### config.mk
export PLATFORM = sky130hd
export DESIGN_NAME = calendar_interval_add
export DESIGN_NICKNAME = d
export VERILOG_FILES = /design/src/hw/rtl/cia_pkg.sv /design/src/hw/rtl/cia_calc.sv /design/src/hw/rtl/calendar_interval_add.sv
export SDC_FILE = /design/constraint.sdc
export NUM_CORES = 1
export LEC_CHECK = 0
export BUFFER_PORTS_ARGS = -buffer_cell sky130_fd_sc_hd__buf_4
export CAP_MARGIN = 0
export CORE_MARGIN = 1.5
export CORE_UTILIZATION = 52
export DETAILED_ROUTE_END_ITERATION = 12
export PLACE_DENSITY = 0.86
export REMOVE_ABC_BUFFERS = 1
export SYNTH_ARGS = -nofsm -noshare
export SYNTH_HDL_FRONTEND = slang
export SYNTH_SLANG_ARGS = --single-unit
### constraint.sdc
create_clock -name clock -period 12.5 [get_ports clock]
set_input_delay 0.625 -clock clock [delete_from_list [all_inputs] [get_ports clock]]
set_output_delay 0.625 -clock clock [all_outputs]
set_load 0.05 [all_outputs]
### src/hw/rtl/cia_pkg.sv
// Shared types, constants and helper functions of the calendar interval adder.
// Used by cia_calc, calendar_interval_add and cia_checker; depends on nothing.
package cia_pkg;

   typedef enum logic [1:0] {
      MODE_DAY    = 2'd0,
      MODE_HOUR   = 2'd1,
      MODE_MINUTE = 2'd2,
      MODE_HOLD   = 2'd3
   } mode_type;

   typedef struct packed {
      logic [6:0] year;
      logic [3:0] month;
      logic [4:0] day;
      logic [4:0] hour;
      logic [5:0] minute;
      logic [5:0] second;
   } date_type;

   typedef struct packed {
      mode_type           mode;
      logic signed [5:0]  interval;
      date_type           date;
   } req_type;

   localparam logic signed [7:0] MINUTES_PER_HOUR = 8'sd60;
   localparam logic signed [7:0] HOURS_PER_DAY    = 8'sd24;
   localparam logic        [6:0] YEAR_MAX         = 7'd99;
   localparam logic        [4:0] DAY_STEP_HOUR    = 5'd8;
   localparam logic        [3:0] MONTH_FIRST      = 4'd1;
   localparam logic        [3:0] MONTH_LAST       = 4'd12;
   localparam logic signed [5:0] MINUTE_STEP_MAX  = 6'sd30;
   localparam logic signed [5:0] HOUR_STEP_MAX    = 6'sd23;
   localparam logic signed [5:0] DAY_STEP_MAX     = 6'sd1;

   // Days in a month; any month code outside 1..12 counts as 31 days.
   function automatic logic [4:0] month_length(input logic [3:0] month, input logic leap);
      logic [4:0] len;
      case (month)
         4'd2:    len = leap ? 5'd29 : 5'd28;
         4'd4:    len = 5'd30;
         4'd6:    len = 5'd30;
         4'd9:    len = 5'd30;
         4'd11:   len = 5'd30;
         default: len = 5'd31;
      endcase
      return len;
   endfunction

   function automatic logic signed [5:0] clamp_step(input logic signed [5:0] value,
                                                     input logic signed [5:0] limit);
      logic signed [5:0] res;
      if (value > limit) begin
         res = limit;
      end else if (value < -limit) begin
         res = -limit;
      end else begin
         res = value;
      end
      return res;
   endfunction

endpackage

### src/hw/rtl/cia_calc.sv
// Combinational date step: minute, hour and day adds with a single carry each.
// Depends on cia_pkg for the request and date types and the month lengths.
module cia_calc (
   input  cia_pkg::req_type  req,
   input  logic [4:0]        daily_hour,
   output cia_pkg::date_type result
);

   cia_pkg::date_type t;
   logic signed [5:0] min_clamp, hour_clamp, day_clamp;
   logic signed [7:0] min_sum, hour_sum, hour_step;
   logic signed [6:0] day_sum, day_step;
   logic              hour_en, day_en;
   logic [4:0]        len;
   logic [4:0]        month_next;

   assign min_clamp  = cia_pkg::clamp_step(req.interval, cia_pkg::MINUTE_STEP_MAX);
   assign hour_clamp = cia_pkg::clamp_step(req.interval, cia_pkg::HOUR_STEP_MAX);
   assign day_clamp  = cia_pkg::clamp_step(req.interval, cia_pkg::DAY_STEP_MAX);

   always_comb begin
      t         = req.date;
      hour_en   = 1'b0;
      day_en    = 1'b0;
      hour_step = '0;
      day_step  = '0;
      min_sum   = $signed({2'b00, req.date.minute}) + $signed({{2{min_clamp[5]}}, min_clamp});

      case (req.mode)
         cia_pkg::MODE_MINUTE: begin
            if (min_sum >= cia_pkg::MINUTES_PER_HOUR) begin
               t.minute  = 6'(min_sum - cia_pkg::MINUTES_PER_HOUR);
               hour_en   = 1'b1;
               hour_step = 8'sd1;
            end else if (min_sum < 8'sd0) begin
               t.minute  = 6'(min_sum + cia_pkg::MINUTES_PER_HOUR);
               hour_en   = 1'b1;
               hour_step = -8'sd1;
            end else begin
               t.minute = min_sum[5:0];
            end
            t.second = '0;
         end
         cia_pkg::MODE_HOUR: begin
            hour_en   = 1'b1;
            hour_step = $signed({{2{hour_clamp[5]}}, hour_clamp});
            t.minute  = '0;
            t.second  = '0;
         end
         cia_pkg::MODE_DAY: begin
            // The date only moves once the working day has begun.
            day_en   = (req.date.hour >= cia_pkg::DAY_STEP_HOUR);
            day_step = $signed({day_clamp[5], day_clamp});
            t.minute = '0;
            t.second = '0;
         end
         default: begin
         end
      endcase

      hour_sum = $signed({3'b000, t.hour}) + hour_step;
      if (hour_en) begin
         if (hour_sum >= cia_pkg::HOURS_PER_DAY) begin
            t.hour   = 5'(hour_sum - cia_pkg::HOURS_PER_DAY);
            day_en   = 1'b1;
            day_step = 7'sd1;
         end else if (hour_sum < 8'sd0) begin
            t.hour   = 5'(hour_sum + cia_pkg::HOURS_PER_DAY);
            day_en   = 1'b1;
            day_step = -7'sd1;
         end else begin
            t.hour = hour_sum[4:0];
         end
      end

      day_sum    = $signed({2'b00, t.day}) + day_step;
      len        = cia_pkg::month_length(t.month, t.year[1:0] == 2'b00);
      month_next = {1'b0, t.month} + 5'd1;
      if (day_en) begin
         if (day_sum > $signed({2'b00, len})) begin
            t.day = 5'd1;
            if (month_next > {1'b0, cia_pkg::MONTH_LAST}) begin
               t.month = cia_pkg::MONTH_FIRST;
               t.year  = (t.year >= cia_pkg::YEAR_MAX) ? 7'd0 : t.year + 7'd1;
            end else begin
               t.month = month_next[3:0];
            end
         end else if (day_sum <= 7'sd0) begin
            if (t.month <= cia_pkg::MONTH_FIRST) begin
               t.month = cia_pkg::MONTH_LAST;
               t.year  = (t.year == 7'd0) ? cia_pkg::YEAR_MAX : t.year - 7'd1;
            end else begin
               t.month = t.month - 4'd1;
            end
            // The borrowed day is the last day of the month now in place.
            t.day = cia_pkg::month_length(t.month, t.year[1:0] == 2'b00);
         end else begin
            t.day = day_sum[4:0];
         end
      end

      if (req.mode == cia_pkg::MODE_DAY) begin
         t.hour = daily_hour;
      end

      result = t;
   end

endmodule

### src/hw/rtl/calendar_interval_add.sv
// Top level of the calendar interval adder: input register, step logic and
// result register. Depends on cia_pkg and cia_calc.
//
// Usage:
//   A transaction is issued by raising start with the req_ fields valid; it is
//   taken at the rising edge where start is high and busy is low. busy is
//   never raised, so a transaction can be issued in every cycle.
//   The request is captured in an input register, the step logic works between
//   that register and the result register, and the result appears on the rsp_
//   ports with rsp_strobe high for exactly one cycle. Throughput is one
//   transaction per cycle, set by the single-pass step logic.
//   The receiver cannot stall; each result is shown once and must be taken.
//   csr_we with csr_wdata writes the daily hour used by day-mode steps; write
//   it only while no transaction is in flight.
//   A synchronous reset drops any transaction in flight and sets the daily
//   hour to 0.
module calendar_interval_add (
   input  logic              clock,
   input  logic              reset,
   input  logic              start,
   output logic              busy,
   input  logic [1:0]        req_mode,
   input  logic signed [5:0] req_interval,
   input  logic [6:0]        req_year_in,
   input  logic [3:0]        req_month_in,
   input  logic [4:0]        req_day_in,
   input  logic [4:0]        req_hour_in,
   input  logic [5:0]        req_minute_in,
   input  logic [5:0]        req_second_in,
   output logic              rsp_strobe,
   output logic [6:0]        rsp_year_out,
   output logic [3:0]        rsp_month_out,
   output logic [4:0]        rsp_day_out,
   output logic [4:0]        rsp_hour_out,
   output logic [5:0]        rsp_minute_out,
   output logic [5:0]        rsp_second_out,
   input  logic              csr_we,
   input  logic [4:0]        csr_wdata
);

   logic              req_valid_ff, req_valid_in;
   cia_pkg::req_type  req_ff, req_in;
   logic              rsp_strobe_ff, rsp_strobe_in;
   cia_pkg::date_type rsp_ff, rsp_in;
   logic [4:0]        daily_hour_ff, daily_hour_in;

   assign busy = 1'b0;

   always_comb begin
      req_valid_in         = start && !busy;
      req_in.mode          = cia_pkg::mode_type'(req_mode);
      req_in.interval      = req_interval;
      req_in.date.year     = req_year_in;
      req_in.date.month    = req_month_in;
      req_in.date.day      = req_day_in;
      req_in.date.hour     = req_hour_in;
      req_in.date.minute   = req_minute_in;
      req_in.date.second   = req_second_in;
      rsp_strobe_in        = req_valid_ff;
      daily_hour_in        = csr_we ? csr_wdata : daily_hour_ff;
   end

   cia_calc u_calc (
      .req        (req_ff),
      .daily_hour (daily_hour_ff),
      .result     (rsp_in)
   );

   always_ff @(posedge clock) begin
      if (reset) begin
         req_valid_ff  <= 1'b0;
         rsp_strobe_ff <= 1'b0;
         daily_hour_ff <= 5'd0;
      end else begin
         req_valid_ff  <= req_valid_in;
         rsp_strobe_ff <= rsp_strobe_in;
         daily_hour_ff <= daily_hour_in;
      end
   end

   always_ff @(posedge clock) begin
      req_ff <= req_in;
      rsp_ff <= rsp_in;
   end

   assign rsp_strobe     = rsp_strobe_ff;
   assign rsp_year_out   = rsp_ff.year;
   assign rsp_month_out  = rsp_ff.month;
   assign rsp_day_out    = rsp_ff.day;
   assign rsp_hour_out   = rsp_ff.hour;
   assign rsp_minute_out = rsp_ff.minute;
   assign rsp_second_out = rsp_ff.second;

endmodule

==> impl_results.md <==
* Drt total wl at 10,900 µm
* Number of synthesized flops with an enable pin at 0
* Clock power share at 24.2%
* Fin Clk Skew at 13.4 ps
* Peak Freq at 114 MHz
* Leak at 2.50 nW
* Kind of critical path: register to register
* Initial antenna violation count at 0
* Clock latency at the later pin of the worst-skew pair at 350 ps
* Longest Clk Path Bufs at 2
* Count leader, synth: dfxtp_1
* Logic pwr share at 36.1%
* Synth-to-layout area growth at 18.8%
* Final Hold Vio Count at 0
* RSZ-0062 raised after global routing: false
* Mapped Area at 0.00455 mm²
* Asr flop ratio synth at 0%
* Design internal power at 0.477 mW
* # hold bufs at CTS at 0
* Antenna viol nets, final at 0
* CP Max Fanout at 12
* Crit path DAT at 8980 ps
* Most used cell, CP: ha_1
* First drt pass iteration count at 5
* Total CTS buffers at 9
* Post-DR wirelength/cell at 15.2 µm
* Max stage delay on crit path at 690 ps
* Reg area at 0.00162 mm²
* Outcome: complete, no violations
* # setup viols final at 0
* Layout cells sized above 1 at 19.7%
* Htree depth at 3
* Post-CTS Setup Inserts at 0
* Max Cap Viol at 0
* Seq/Total Area, Yosys at 35.6%
* Hold Path Class: input port to register
* Synth top area cells: dfxtp_1 36%, ha_1 10%, a21oi_1 4.2%, o21ai_0 3.8%, nand2_1 3.5%
* Slew @ Worst Pin at 860 ps
* Final Max Tran Viols at 0
* Via density at 5.82
* P_sw at 0.280 mW
* Total core area at 0.00834 mm²
* Placer Congestion at 0.958
* First-pass GRT wire length at 17,800 µm
* Reg power frac at 39.6%
* Diode count at 0
* GRT Util Overall at 24.6%
* Port Buffers at 83
* Chip Height at 96.6 µm
* Total number of vias at 4,147
* Die Wd at 96.6 µm
* Startpoint Class: register
* Synth Register Bits at 81
* Synthesized netlist cell count at 530
* Num rows at 33
* PostCTS Resize Cnt at 0
* Avg Cell Area, Syn at 8.59 µm²
* Crit share post-route at 70.0%
* TritonCTS clock tree: yes
* Area leader, netlist: dfxtp_1
* Initial Util at 54.6%
* CP required at 12,730 ps
* Largest net degree at the start of global routing at 23
* Hold slack final at 368 ps
* DR iter-0 viols at 239
* # DRC at 0
* Top cell type's share of synthesized area at 35.6%
* Max_slew headroom at 41.1%
* Die Area at 0.00933 mm²
* Worst vdd ir at 0.0871 mV
* Distinct cells, synth at 73
* Final HPWL DP at 8340 µm
* Worst Setup End Kind: register
* Sum Neg Setup Slack at 0 ps
* Min Clock Period, post-route at 8750 ps
* Vias in the first global route at 4,019
* Clock slew at reported path FFs at 80 ps
* # fillers at 719
* Yosys Warn Count at 0
* Area of the multi-input gates at 0.00271 mm²
* GRT overflow at 0
* Clock Tree Root: clkbuf_8
* Net Sw Frac at 37.0%
* Most frequent cells after synthesis: 81 x dfxtp_1, 42 x nand2_1, 40 x nor2_1
* CTS sink cnt at 81
* Final net count at 694
* Slowest-stage cell, CP: mux2i_1
* I/O Pins at 85
* Synth Flop Type: dfxtp_1
* PD cells at 140 mW/mm²
## worst max-delay path, delay by kind of cell, from the launching register on
kind,cells,cell delay [ps]
AOI/OAI and AO/OA,11,2710
and+or+nand+nor,12,2340
adders and majority gates,8,2300
muxes,2,800
DFF,1,370
buffers and inverters,2,130
## layout by cell type (no fill, tap or decap), types with 3 or more instances in the layout
master    Yosys  final
o221ai_1      5      5
a21boi_0      3      3
fa_1          3      3
a22o_1        6      6
xnor2_1       9      9
and3_1        4      4
inv_1        31     31
nor3_1       16     16
nand2_1      42     42
nand2b_1      4      4
and2_1        8      8
nor2_1       40     40
nor2b_1       9      9
xor2_1        7      7
nand4_1       3      3
a21o_1        7      7
dfxtp_1      81     81
nor4_1        4      4
or3_1         7      7
o211ai_1      5      5
o21ai_1       3      3
mux2i_1      13     13
buf_4         1     85
nand3_1      10     10
o21ai_0      35     35
or2_2         7      7
clkbuf_8      0      9
a21oi_1      38     38
ha_1         38     38
o31ai_1       4      4
o21a_1        7      7
a211oi_1      5      5
a31oi_1       9      9
## kinds of logic (layout without fill, tap and decap cells)
family                   Yosys count  after routing  share of synthesized area [%]
multiplexers                      15             15                           3.35
AND/OR/NAND/NOR                  168            168                           18.6
adder cells (fa/ha/maj)           41             41                           11.8
XOR/XNOR                          16             16                           3.08
AO/OA/AOI/OAI                    152            152                           22.6
buffers and inverters             56            134                           4.92
flip-flops                        81             81                           35.6
other                              1              1                         0.0823
## layout make-up
| type | instances | share of cell area, % |
|---|---|---|
| Clock buffer | 11 | 2.43 |
| Timing Repair Buffer | 85 | 11.8 |
| Tap cell | 105 | 2.43 |
| Clock inverter | 5 | 1.04 |
| Sequential cell | 81 | 30.0 |
| Multi-Input combinational cell | 393 | 50.1 |
| Inverter | 33 | 2.29 |
## sequential cells by signal, indices dropped and copies added (netlist names)
signal	count
rsp_month_out	4
rsp_second_out	6
rsp_hour_out	5
req_valid_ff	1
rsp_day_out	5
daily_hour_ff	5
rsp_minute_out	6
rsp_year_out	7
rsp_strobe	1
req_ff	41
## power by group through the flow
stage | registers (mW) | clock network (mW) | logic [mW]
floorplan | 0.364 | 0 | 0.133
global placement | 0.304 | 0 | 0.263
detailed placement | 0.305 | 0 | 0.271
CTS | 0.300 | 0.189 | 0.272
global route | 0.303 | 0.200 | 0.295
finish | 0.300 | 0.184 | 0.274
## metrics by stage
step	instance area, µm²	utilization [%]	setup slack (ps)	power, mW	cells
after floorplan	4450	-	4580	0.497	507
after global placement	5220	62.6	4360	0.568	697
after detailed placement	5220	62.6	3950	0.577	697
after CTS	5410	64.9	3840	0.761	713
after global routing	5410	64.9	3170	0.798	713
final	5410	64.9	3750	0.757	713
## final timing paths
kind | startpoint | depth (start not counted) | end | slack [ps]
min | req_minute_in[4] | 1 | req_ff[10] | 370
min reg2reg | req_ff[3] | 1 | rsp_second_out[3] | 440
max reg2reg | req_ff[36] | 35 | rsp_year_out[6] | 3750
max | req_ff[36] | 35 | rsp_year_out[6] | 3750
## routing by layer
metal  vias to the layer above  share of wire, %  GRT usage, %
met5                         -                 0             0
met4                         0               1.9          9.78
met3                        24               4.1          4.15
met2                       124                55          46.5
met1                      1969                39          26.9
li1                       2030                 -             -
Power figures use the tool's default switching activity.
